==> config.mk <==
export PLATFORM = sky130hd
export DESIGN_NAME = tcmr_min_track
export DESIGN_NICKNAME = d
export VERILOG_FILES = /design/src/sv/tcmr_pkg.sv /design/src/sv/tcmr_min_track.sv
export SDC_FILE = /design/constraint.sdc
export NUM_CORES = 1
export LEC_CHECK = 0
export ABC_AREA = 1
export BUFFER_PORTS_ARGS = -buffer_cell sky130_fd_sc_hd__buf_4
export CORE_ASPECT_RATIO = 2
export CORE_MARGIN = 3
export CORE_UTILIZATION = 56
export DETAILED_ROUTE_END_ITERATION = 10
export PLACE_DENSITY_LB_ADDON = 0.12
export SKIP_CTS_REPAIR_TIMING = 1
export SYNTH_ARGS = -nofsm -noshare
export SYNTH_HDL_FRONTEND = slang
export SYNTH_SLANG_ARGS = --single-unit
==> constraint.sdc <==
create_clock -name clock -period 7.2 [get_ports clock]
set_input_delay 0.36 -clock clock [delete_from_list [all_inputs] [get_ports clock]]
set_output_delay 0.36 -clock clock [all_outputs]
set_load 0.02 [all_outputs]
==> src/sv/tcmr_pkg.sv <==
// ----------------------------------------------------------------------------
// tcmr_pkg: shared types and constants of the cost matrix reduction engine
// Operation codes, sequencer states and the fixed port widths.
// ----------------------------------------------------------------------------
`default_nettype none

package tcmr_pkg;

   localparam int OP_W       = 3;
   localparam int PORT_IDX_W = 5;
   localparam int PORT_COST_W = 17;
   localparam int SIZE_W     = 6;
   localparam int SUM_W      = 22;
   localparam int PEN_W      = 17;

   localparam logic [SIZE_W-1:0] SIZE_RESET = 6'd32;
   localparam logic [SUM_W-1:0]  SUM_MAX    = 22'h3FFFFF;
   localparam logic [PEN_W-1:0]  PEN_MAX    = 17'h1FFFF;

   typedef enum logic [OP_W-1:0] {
      OP_LOAD   = 3'd0,
      OP_FORBID = 3'd1,
      OP_DELETE = 3'd2,
      OP_REDUCE = 3'd3,
      OP_EVAL   = 3'd4
   } opcode_type;

   typedef enum logic [2:0] {
      ST_IDLE,
      ST_LINE,
      ST_MIN,
      ST_MIN_END,
      ST_STAT,
      ST_SUB,
      ST_SUB_END,
      ST_OUT
   } state_type;

   // Pass over the matrix: reduce rows, reduce columns, column statistics,
   // then row scan for zero penalties.
   typedef enum logic [1:0] {
      PH_RROW,
      PH_RCOL,
      PH_ECOL,
      PH_EROW
   } phase_type;

   typedef struct packed {
      logic clear;
      logic feed;
   } min_ctl_type;

endpackage

`default_nettype wire

==> src/sv/tcmr_min_track.sv <==
// ----------------------------------------------------------------------------
// tcmr_min_track: running least and second least value of one line
// Keeps the smallest value with its index and the least of the others, so
// that the minimum with any one element left out can be read back.
// ----------------------------------------------------------------------------
`default_nettype none

module tcmr_min_track
   import tcmr_pkg::*;
#(
   parameter int COST_BITS = 16,
   parameter int IDX_W     = 5
) (
   input  wire logic                 clock,
   input  wire logic                 reset,
   input  wire min_ctl_type          ctl,
   input  wire logic [COST_BITS-1:0] value,
   input  wire logic [IDX_W-1:0]     index,
   output logic                      have1,
   output logic      [COST_BITS-1:0] min1,
   output logic      [IDX_W-1:0]     idx1,
   output logic                      have2,
   output logic      [COST_BITS-1:0] min2
);

   logic                 have1_ff, have1_in, have2_ff, have2_in;
   logic [COST_BITS-1:0] min1_ff, min1_in, min2_ff, min2_in;
   logic [IDX_W-1:0]     idx1_ff, idx1_in;

   always_comb begin
      have1_in = have1_ff;
      have2_in = have2_ff;
      min1_in  = min1_ff;
      min2_in  = min2_ff;
      idx1_in  = idx1_ff;
      if (ctl.clear) begin
         have1_in = 1'b0;
         have2_in = 1'b0;
      end else if (ctl.feed) begin
         if (!have1_ff) begin
            have1_in = 1'b1;
            min1_in  = value;
            idx1_in  = index;
         end else if (value < min1_ff) begin
            // demote the old least to second place
            have2_in = 1'b1;
            min2_in  = min1_ff;
            min1_in  = value;
            idx1_in  = index;
         end else if (!have2_ff || value < min2_ff) begin
            have2_in = 1'b1;
            min2_in  = value;
         end
      end
   end

   always_ff @(posedge clock) begin
      if (reset) begin
         have1_ff <= 1'b0;
         have2_ff <= 1'b0;
      end else begin
         have1_ff <= have1_in;
         have2_ff <= have2_in;
      end
   end

   always_ff @(posedge clock) begin
      min1_ff <= min1_in;
      min2_ff <= min2_in;
      idx1_ff <= idx1_in;
   end

   assign have1 = have1_ff;
   assign have2 = have2_ff;
   assign min1  = min1_ff;
   assign min2  = min2_ff;
   assign idx1  = idx1_ff;

endmodule

`default_nettype wire

==> results of run 1 <==
==> cell usage in the layout (no fill, tap or decap), drive strengths merged <==
master  netlist  routed
buf           3      63
nand2        52      52
inv          43      43
edfxtp       37      37
ha           30      30
o21ai        19      19
a21oi        14      14
nor2          9       9
clkbuf        0       7
nor3          4       4
nand3         2       2
dfxtp         2       2
nand4         1       1
o21bai        1       1
o21a          1       1
clkinv        0       1
==> power by group through the flow <==
stage | registers, mW | clock network (mW) | logic, mW
finish | 0.262 | 0.147 | 0.0886
global route | 0.263 | 0.157 | 0.0999
CTS | 0.262 | 0.151 | 0.0900
detailed placement | 0.267 | 0 | 0.0893
global placement | 0.267 | 0 | 0.0874
floorplan | 0.276 | 0 | 0.0493
==> cells by family (layout without fill, tap and decap cells) <==
group / Yosys count / count (layout) / synth area share
flip-flops: 39 / 39 / 0.515
adder cells (fa/ha/maj): 30 / 30 / 0.168
AO/OA/AOI/OAI: 35 / 35 / 0.107
buffers and inverters: 46 / 114 / 0.0872
AND/OR/NAND/NOR: 68 / 68 / 0.123
==> per-layer routing <==
metal / vias to the layer above / track usage
met3: 8 / 0.0329
li1: 856 / -
met4: 0 / 0.0899
met1: 770 / 0.187
met5: - / 0
met2: 46 / 0.395
==> state kept, by name (all words and copies together) (netlist names) <==
signal / count
min2: 16
have1: 1
idx1: 5
have2: 1
min1: 16
==> stage by stage <==
step / total power, mW / cell area, sq um / util / hold slack, ns / setup slack [ns]
after detailed placement: 0.357 / 2740 / 0.736 / 0.507 / 4.21
after global routing: 0.520 / 2830 / 0.760 / 0.245 / 4.01
after CTS: 0.504 / 2830 / 0.760 / 0.243 / 4.24
final: 0.498 / 2830 / 0.760 / 0.251 / 4.27
after global placement: 0.354 / 2740 / 0.736 / 0.487 / 4.26
after floorplan: 0.325 / 2240 / - / 0.459 / 4.43
==> final timing paths <==
path / start / to / slack (ns) / cells past startpoint
worst max-delay path: min1[9] / min1[7] / 4.27 / 11
worst min register to register: have2 / have2 / 0.53 / 2
worst max register to register: min1[9] / min1[7] / 4.27 / 11
worst min-delay path: index[3] / idx1[3] / 0.25 / 1
==> cell type report <==
cell class,instances,area [sq um],area share
clock buffer,7,86.3,0.0305
clock inverter,1,5.00,0.00177
inverter,43,161,0.0570
multi-input combinational,133,893,0.316
sequential,39,1150,0.407
tap,49,61.3,0.0217
timing repair buffer,63,473,0.167
==> run summary, run 1 <==
FFs w/ async S/R, synth = 0
first-pass GRT wire length = 7.09 mm
synth warn = 0
flops & latches, synth = 39
Critical Path Max Stage Delay = 0.83 ns
Met1 Wirelength = 1.54 mm
Layout Cells excl Fill = 335
Worst Setup End Kind = flip-flop
final slew viol count = 0
Max FO, Critical Path = 34
Routed WL per cell = 13.2 microns
critical setup path kind = flip-flop to flip-flop
met3 wire len = 186 microns
Main synth FF type = edfxtp_1
met2 wire len = 2.60 mm
critical path's top delay family = simple AND/OR/NAND/NOR gates
combinational share of power = 0.178
Seq pwr share = 0.526
Setup-failing EPs final = 0
initial antenna violation count = 0
grt total ovfl = 0
Mapped Cells = 218
Skew-Pair Late Insertion Delay = 0.29 ns
Post-Syn Area = 2240 sq um
dpl cells = 327
DRT iter0 DRCs = 27
Hold Path Class = primary input to flip-flop
Final Hold Fails = 0
DR vias = 1680
Slew HR = 0.265
WL final = 4.42 mm
Port Buf Inserts = 63
ant diodes = 0
clock sink count = 39
Worst Tran Pin Value = 1.10 ns
DRT Pass-1 Iters = 4
Worst EP arrival = 2.83 ns
count leader, synth = nand2_1
core area = 3720 sq um
Max Cap Viol = 0
minimum clock period = 2.93 ns
maximum vdd drop = 0.191 mV
routability cong. = 0.803
fill count = 295
Initial Util = 0.601
htree depth = 2
Synth area leader = edfxtp_1
worst-path cell chain = inv_1, ha_1, nand2_1, inv_1, o21bai_1, a21oi_1, nor2_1, nand2_4, nand2_1, nand2_1, nor2_2
Post-synth EDFFs = 37
Worst-path clk slew = 0.07 ns
CP startpoint kind = flip-flop
Sw Share = 0.252
status = completed
TritonCTS clock tree = done
Tot GR Track Use = 0.198
vias per cell = 5.01
post-synthesis sequential area ratio = 0.515
final period utilization = 0.407
top post-synthesis cells by area = edfxtp_1 (50%), ha_1 (17%), nand2_1 (8.4%), inv_1 (7.0%), o21ai_2 (5.9%)
Worst EP required = 7.10 ns
CP bufs+invs = 2
vias in the first global route = 1657
share of cells above drive strength 1 = 0.315
Die W = 50.7 microns
Die Y = 95.4 microns
static leakage = 1.41 nW
DR DRC count = 0
Max Clock Freq = 0.342 GHz
Core Rows = 31
area delta synth->final = 26.6%
RSZ-0062 raised after global routing = false
TNS Setup = 0 ns
uppermost layer routed = met4
Slowest-stage cell, CP = nor2_2
Worst Skew = 0.00782 ns
clk buf depth = 2
Pint = 0.373 mW
IO Pins = 64
CTS Buf Count = 5
nets@finish = 340
Post-Syn Area per Cell = 10.3 sq um
Clock Power Share = 0.296
Post-DRT Antenna Nets = 0
Detail Placement HPWL = 3.39 mm
Root Driver = clkbuf_8
largest net degree at the start of global routing = 35
Die Area = 4840 sq um
Yosys top cell area share = 0.497
Unique masters post-synth = 19
net count after synthesis = 273
PwrDens = 176 nW/um^2
NetSw = 0.125 mW
most numerous cell on the critical path = nand2_1
Synth top cells by count = nand2_1 (50), inv_1 (42), edfxtp_1 (37)
Note: power is estimated with default switching activity, not from simulation.
==> run 2: changes to the inputs <==
CORE_UTILIZATION = 52   (was 56)
clock period = 2.89 ns   (was 7.2 ns; I/O delays follow)
==> run summary, run 2 (same netlist as run 1, synthesis figures left out) <==
Setup-failing EPs final = 0 (unchanged)
Worst EP arrival = 2.33 ns (-0.50 ns)
nets@finish = 344 (+1.2%)
Root Driver = clkbuf_8
share of cells above drive strength 1 = 0.328 (+0.0129)
Crit. path cell count = 10 (-1)
vias in the first global route = 1761 (+6.3%)
vias per cell = 4.91 (-2.0%)
Max Clock Freq = 0.430 GHz (+26%)
core area = 4130 sq um (+11%)
static leakage = 1.44 nW (+2.4%)
clk buf depth = 2 (unchanged)
Die W = 52.4 microns (+3.3%)
crit path launch = min1[15]
TNS Setup = 0 ns (unchanged)
Skew-Pair Late Insertion Delay = 0.29 ns (about the same)
hold_sp = index[0]
routability cong. = 0.756 (-5.9%)
final slew viol count = 0 (unchanged)
most common cell after layout, fill and taps aside = buf_4
DR DRC count = 0 (unchanged)
Detail Placement HPWL = 3.65 mm (+7.7%)
dpl cells = 334 (+2.1%)
Routed WL per cell = 13.4 microns (+1.4%)
Layout Cells excl Fill = 342 (+2.1%)
WL final = 4.58 mm (+3.5%)
largest net degree at the start of global routing = 27 (-23%)
R2R Setup Slk = 0.56 ns (-3.71 ns)
CTS Buf Count = 5 (unchanged)
Die Y = 98.8 microns (+3.5%)
R2R Path Start = min1[15]
worst r2r path cells = 10 (-1)
area delta synth->final = 29.3%
Worst Setup End Kind = flip-flop
Post-DRT Antenna Nets = 0 (unchanged)
Final Hold Fails = 0 (unchanged)
worst-path cell chain = inv_1, ha_1, a21oi_1, o21ai_0, nor2_1, nand2_4, nand3_1, nand2_1, inv_1, buf_4
clock sink count = 39 (unchanged)
Worst Tran Pin Value = 0.417 ns (-0.685 ns)
DRT iter0 DRCs = 17 (-37%)
ant diodes = 0 (unchanged)
DR vias = 1680 (unchanged)
TritonCTS clock tree = done
Slowest-stage cell, CP = edfxtp_1
minimum clock period = 2.33 ns (-0.600 ns)
htree depth = 2 (unchanged)
DRT Pass-1 Iters = 4 (unchanged)
Die Area = 5170 sq um (+7.0%)
PwrDens = 467 nW/um^2 (+170%)
worst r2r dst = min2[11]
CP startpoint kind = flip-flop
critical setup path kind = flip-flop to flip-flop
Slew HR = 0.722 (+0.457)
Critical Path Max Stage Delay = 0.39 ns (-0.44 ns)
Worst EP required = 2.89 ns (-4.21 ns)
Hold Path Class = primary input to flip-flop
Core Rows = 33 (+6.5%)
final period utilization = 0.805 (+0.399)
most numerous cell on the critical path = inv_1
Max Cap Viol = 0 (unchanged)
Max FO, Critical Path = 11 (-68%)
Worst-path clk slew = 0.08 ns (about the same)
Initial Util = 0.542 (-0.0590)
Worst Skew = 0.00785 ns (+0.0000313 ns)
grt total ovfl = 0 (unchanged)
CP bufs+invs = 3 (+1)
RSZ-0062 raised after global routing = false
Setup crit end = min2[11]
first-pass GRT wire length = 7.77 mm (+9.6%)
most frequent cells in the layout = buf_4 (67), nand2_1 (50), inv_1 (42), edfxtp_1 (37), ha_1 (30)
Tot GR Track Use = 0.200 (+0.00271)
status = completed
maximum vdd drop = 0.381 mV (+99%)
IO Pins = 64 (unchanged)
initial antenna violation count = 0 (unchanged)
Port Buf Inserts = 63 (unchanged)
critical path's top delay family = buffers and inverters
==> run 2: power breakdown <==
| group | total, mW | switching (mW) | internal (mW) |
|---|---|---|---|
| clock | 0.470 | 0.191 | 0.279 |
| combinational | 0.227 | 0.131 | 0.0959 |
| sequential | 0.653 | 0.00851 | 0.644 |
==> run 2: worst min path at each step <==
stage / end / slack, ns / cells after the start
2_1_floorplan: idx1[0] / 0.24 / 0
3_3_place_gp: idx1[4] / 0.32 / 1
3_5_place_dp: idx1[0] / 0.32 / 1
4_1_cts: idx1[0] / 0.01 / 1
5_1_grt: idx1[2] / 0.009 / 1
6_report: idx1[0] / 0.02 / 1
==> run 2: worst register-to-register path: cells and delay by family (launching register included) <==
kind            cells  cell delay, ns
simple gates        4            0.47
compound gates      2            0.26
fa+ha+maj           1            0.26
flops               1            0.39
buf+inv             3            0.65
==> run 2: per-layer routing <==
metal  GRT usage  part of all wire  vias up
li1            -                 -      866
met2       0.356              0.56       40
met5           0                 0        -
met1       0.226              0.38      766
met3      0.0318             0.035        8
met4      0.0846             0.024        0
==> run 2: area by class of cell <==
type                            count  area, sq um
Tap cell                           52         65.1
Inverter                           43          161
Sequential cell                    39         1150
Clock inverter                      2         35.0
Multi-Input combinational cell    133          893
Timing Repair Buffer               67          503
Clock buffer                        6         82.6
Fill cell                         345         1240
==> run 2: stage by stage <==
stage          hold WS, ns  utilization  instance area [sq um]  total power [mW]  worst slack (ns)
2_1_floorplan        0.243            -                   2240             0.809             0.123
3_3_place_gp         0.323        0.672                   2770             0.891             0.581
3_5_place_dp         0.324        0.672                   2770             0.896             0.538
4_1_cts             0.0104        0.700                   2890              1.37             0.515
5_1_grt            0.00863        0.700                   2890              1.42             0.347
6_report            0.0236        0.700                   2890              1.35             0.563
==> run 3: changes to the inputs <==
clock period = 2.2 ns   (was 2.89 ns; I/O delays follow)
==> run summary, run 3 (same netlist as run 1, synthesis figures left out) <==
status = completed
largest net degree at the start of global routing = 17 (-37%)
RSZ-0062 raised after global routing = false
DRT iter0 DRCs = 26 (+9)
DRT Pass-1 Iters = 4 (unchanged)
most common cell after layout, fill and taps aside = buf_4
vias per cell = 4.93 (+0.28%)
core area = 4130 sq um (unchanged)
maximum vdd drop = 0.478 mV (+26%)
Worst Tran Pin Value = 0.233 ns (-0.184 ns)
Worst Setup End Kind = flip-flop
clock sink count = 39 (unchanged)
htree depth = 2 (unchanged)
R2R Path Start = min1[5]
share of cells above drive strength 1 = 0.348 (+0.0202)
Worst EP arrival = 2.03 ns (-0.30 ns)
first-pass GRT wire length = 7.31 mm (-5.9%)
grt total ovfl = 0 (unchanged)
Initial Util = 0.542 (unchanged)
Final Hold Fails = 0 (unchanged)
nets@finish = 353 (+2.6%)
final slew viol count = 0 (unchanged)
Tot GR Track Use = 0.189 (-0.0119)
Die W = 52.4 microns (unchanged)
PwrDens = 586 nW/um^2 (+25%)
Worst-path clk slew = 0.08 ns (about the same)
Die Area = 5170 sq um (unchanged)
Skew-Pair Late Insertion Delay = 0.29 ns (about the same)
Hold Path Class = primary input to flip-flop
ant diodes = 0 (unchanged)
Root Driver = clkbuf_8
dpl cells = 337 (+0.90%)
minimum clock period = 2.03 ns (-0.295 ns)
Post-DRT Antenna Nets = 0 (unchanged)
most frequent cells in the layout = buf_4 (69), nand2_1 (48), inv_1 (39), edfxtp_1 (37), ha_1 (29)
hold_sp = value[15]
Layout Cells excl Fill = 351 (+2.6%)
final period utilization = 0.924 (+0.118)
Max Cap Viol = 0 (unchanged)
Detail Placement HPWL = 3.61 mm (-1.1%)
Max FO, Critical Path = 7 (-4)
critical setup path kind = flip-flop to flip-flop
TritonCTS clock tree = done
WL final = 4.56 mm (-0.26%)
Port Buf Inserts = 63 (unchanged)
vias in the first global route = 1735 (-1.5%)
TNS Setup = 0 ns (unchanged)
Worst Skew = 0.00561 ns (-0.00224 ns)
DR DRC count = 0 (unchanged)
routability cong. = 0.792 (+4.8%)
IO Pins = 64 (unchanged)
crit path launch = min1[5]
Max Clock Freq = 0.492 GHz (+15%)
clk buf depth = 2 (unchanged)
Die Y = 98.8 microns (unchanged)
Slew HR = 0.843 (+0.122)
CTS Buf Count = 5 (unchanged)
Worst EP required = 2.20 ns (-0.69 ns)
CP startpoint kind = flip-flop
DR vias = 1729 (+2.9%)
Routed WL per cell = 13.0 microns (-2.8%)
Core Rows = 33 (unchanged)
area delta synth->final = 34.3%
PnR Total Power = 1.76 mW (+30%)
fin util = 0.728 (+0.0273)
Setup-failing EPs final = 0 (unchanged)
static leakage = 1.48 nW (+2.7%)
initial antenna violation count = 0 (unchanged)
==> run 3: where the power goes <==
group / internal [mW] / switching, mW / leakage (nW)
Combinational: 0.140 / 0.177 / 1.07
Clock: 0.337 / 0.248 / 0.0581
Sequential: 0.846 / 0.0121 / 0.358
==> run 3: final timing paths <==
| check | cells past startpoint | end | slack, ns |
|---|---|---|---|
| min reg2reg | 2 | have2 | 0.52 |
| max reg2reg | 12 | min1[10] | 0.17 |
| min | 1 | min1[15] | 0.03 |
| max | 12 | min1[10] | 0.17 |
==> run 3: per-stage QoR <==
step	area (sq um)	setup slack (ns)	hold WS, ns
after floorplan	2260	0.0115	0.209
after global placement	2830	0.219	0.289
after detailed placement	2830	0.165	0.289
after CTS	2940	0.132	-0.0146
after global routing	3000	0.0157	0.0175
final	3000	0.168	0.0266
==> run 3: area by class of cell <==
type	instances	area (sq um)
clock inverter	3	43.8
inverter	43	161
fill	340	1120
clock buffer	5	68.8
sequential	39	1150
tap	52	65.1
multi-input combinational	133	916
timing repair buffer	76	598
==> run 3: critical path, stage by stage, from the launching register on <==
cell,delay [ns]
edfxtp_1,0.42
inv_2,0.09
ha_1,0.24
a21oi_1,0.13
nor2_1,0.05
nor3_1,0.15
nand2_1,0.09
nand2_2,0.08
nand2_4,0.07
nand2_2,0.06
nand2_2,0.06
nor2_4,0.13
buf_4,0.18
==> run 3: per-layer routing <==
metal  track usage  routed length (microns)  up-vias
met3        0.0318                      177       10
li1              -                        -      885
met1         0.201                     1630      793
met5             0                        0        -
met2         0.349                     2670       41
met4        0.0728                       85        0
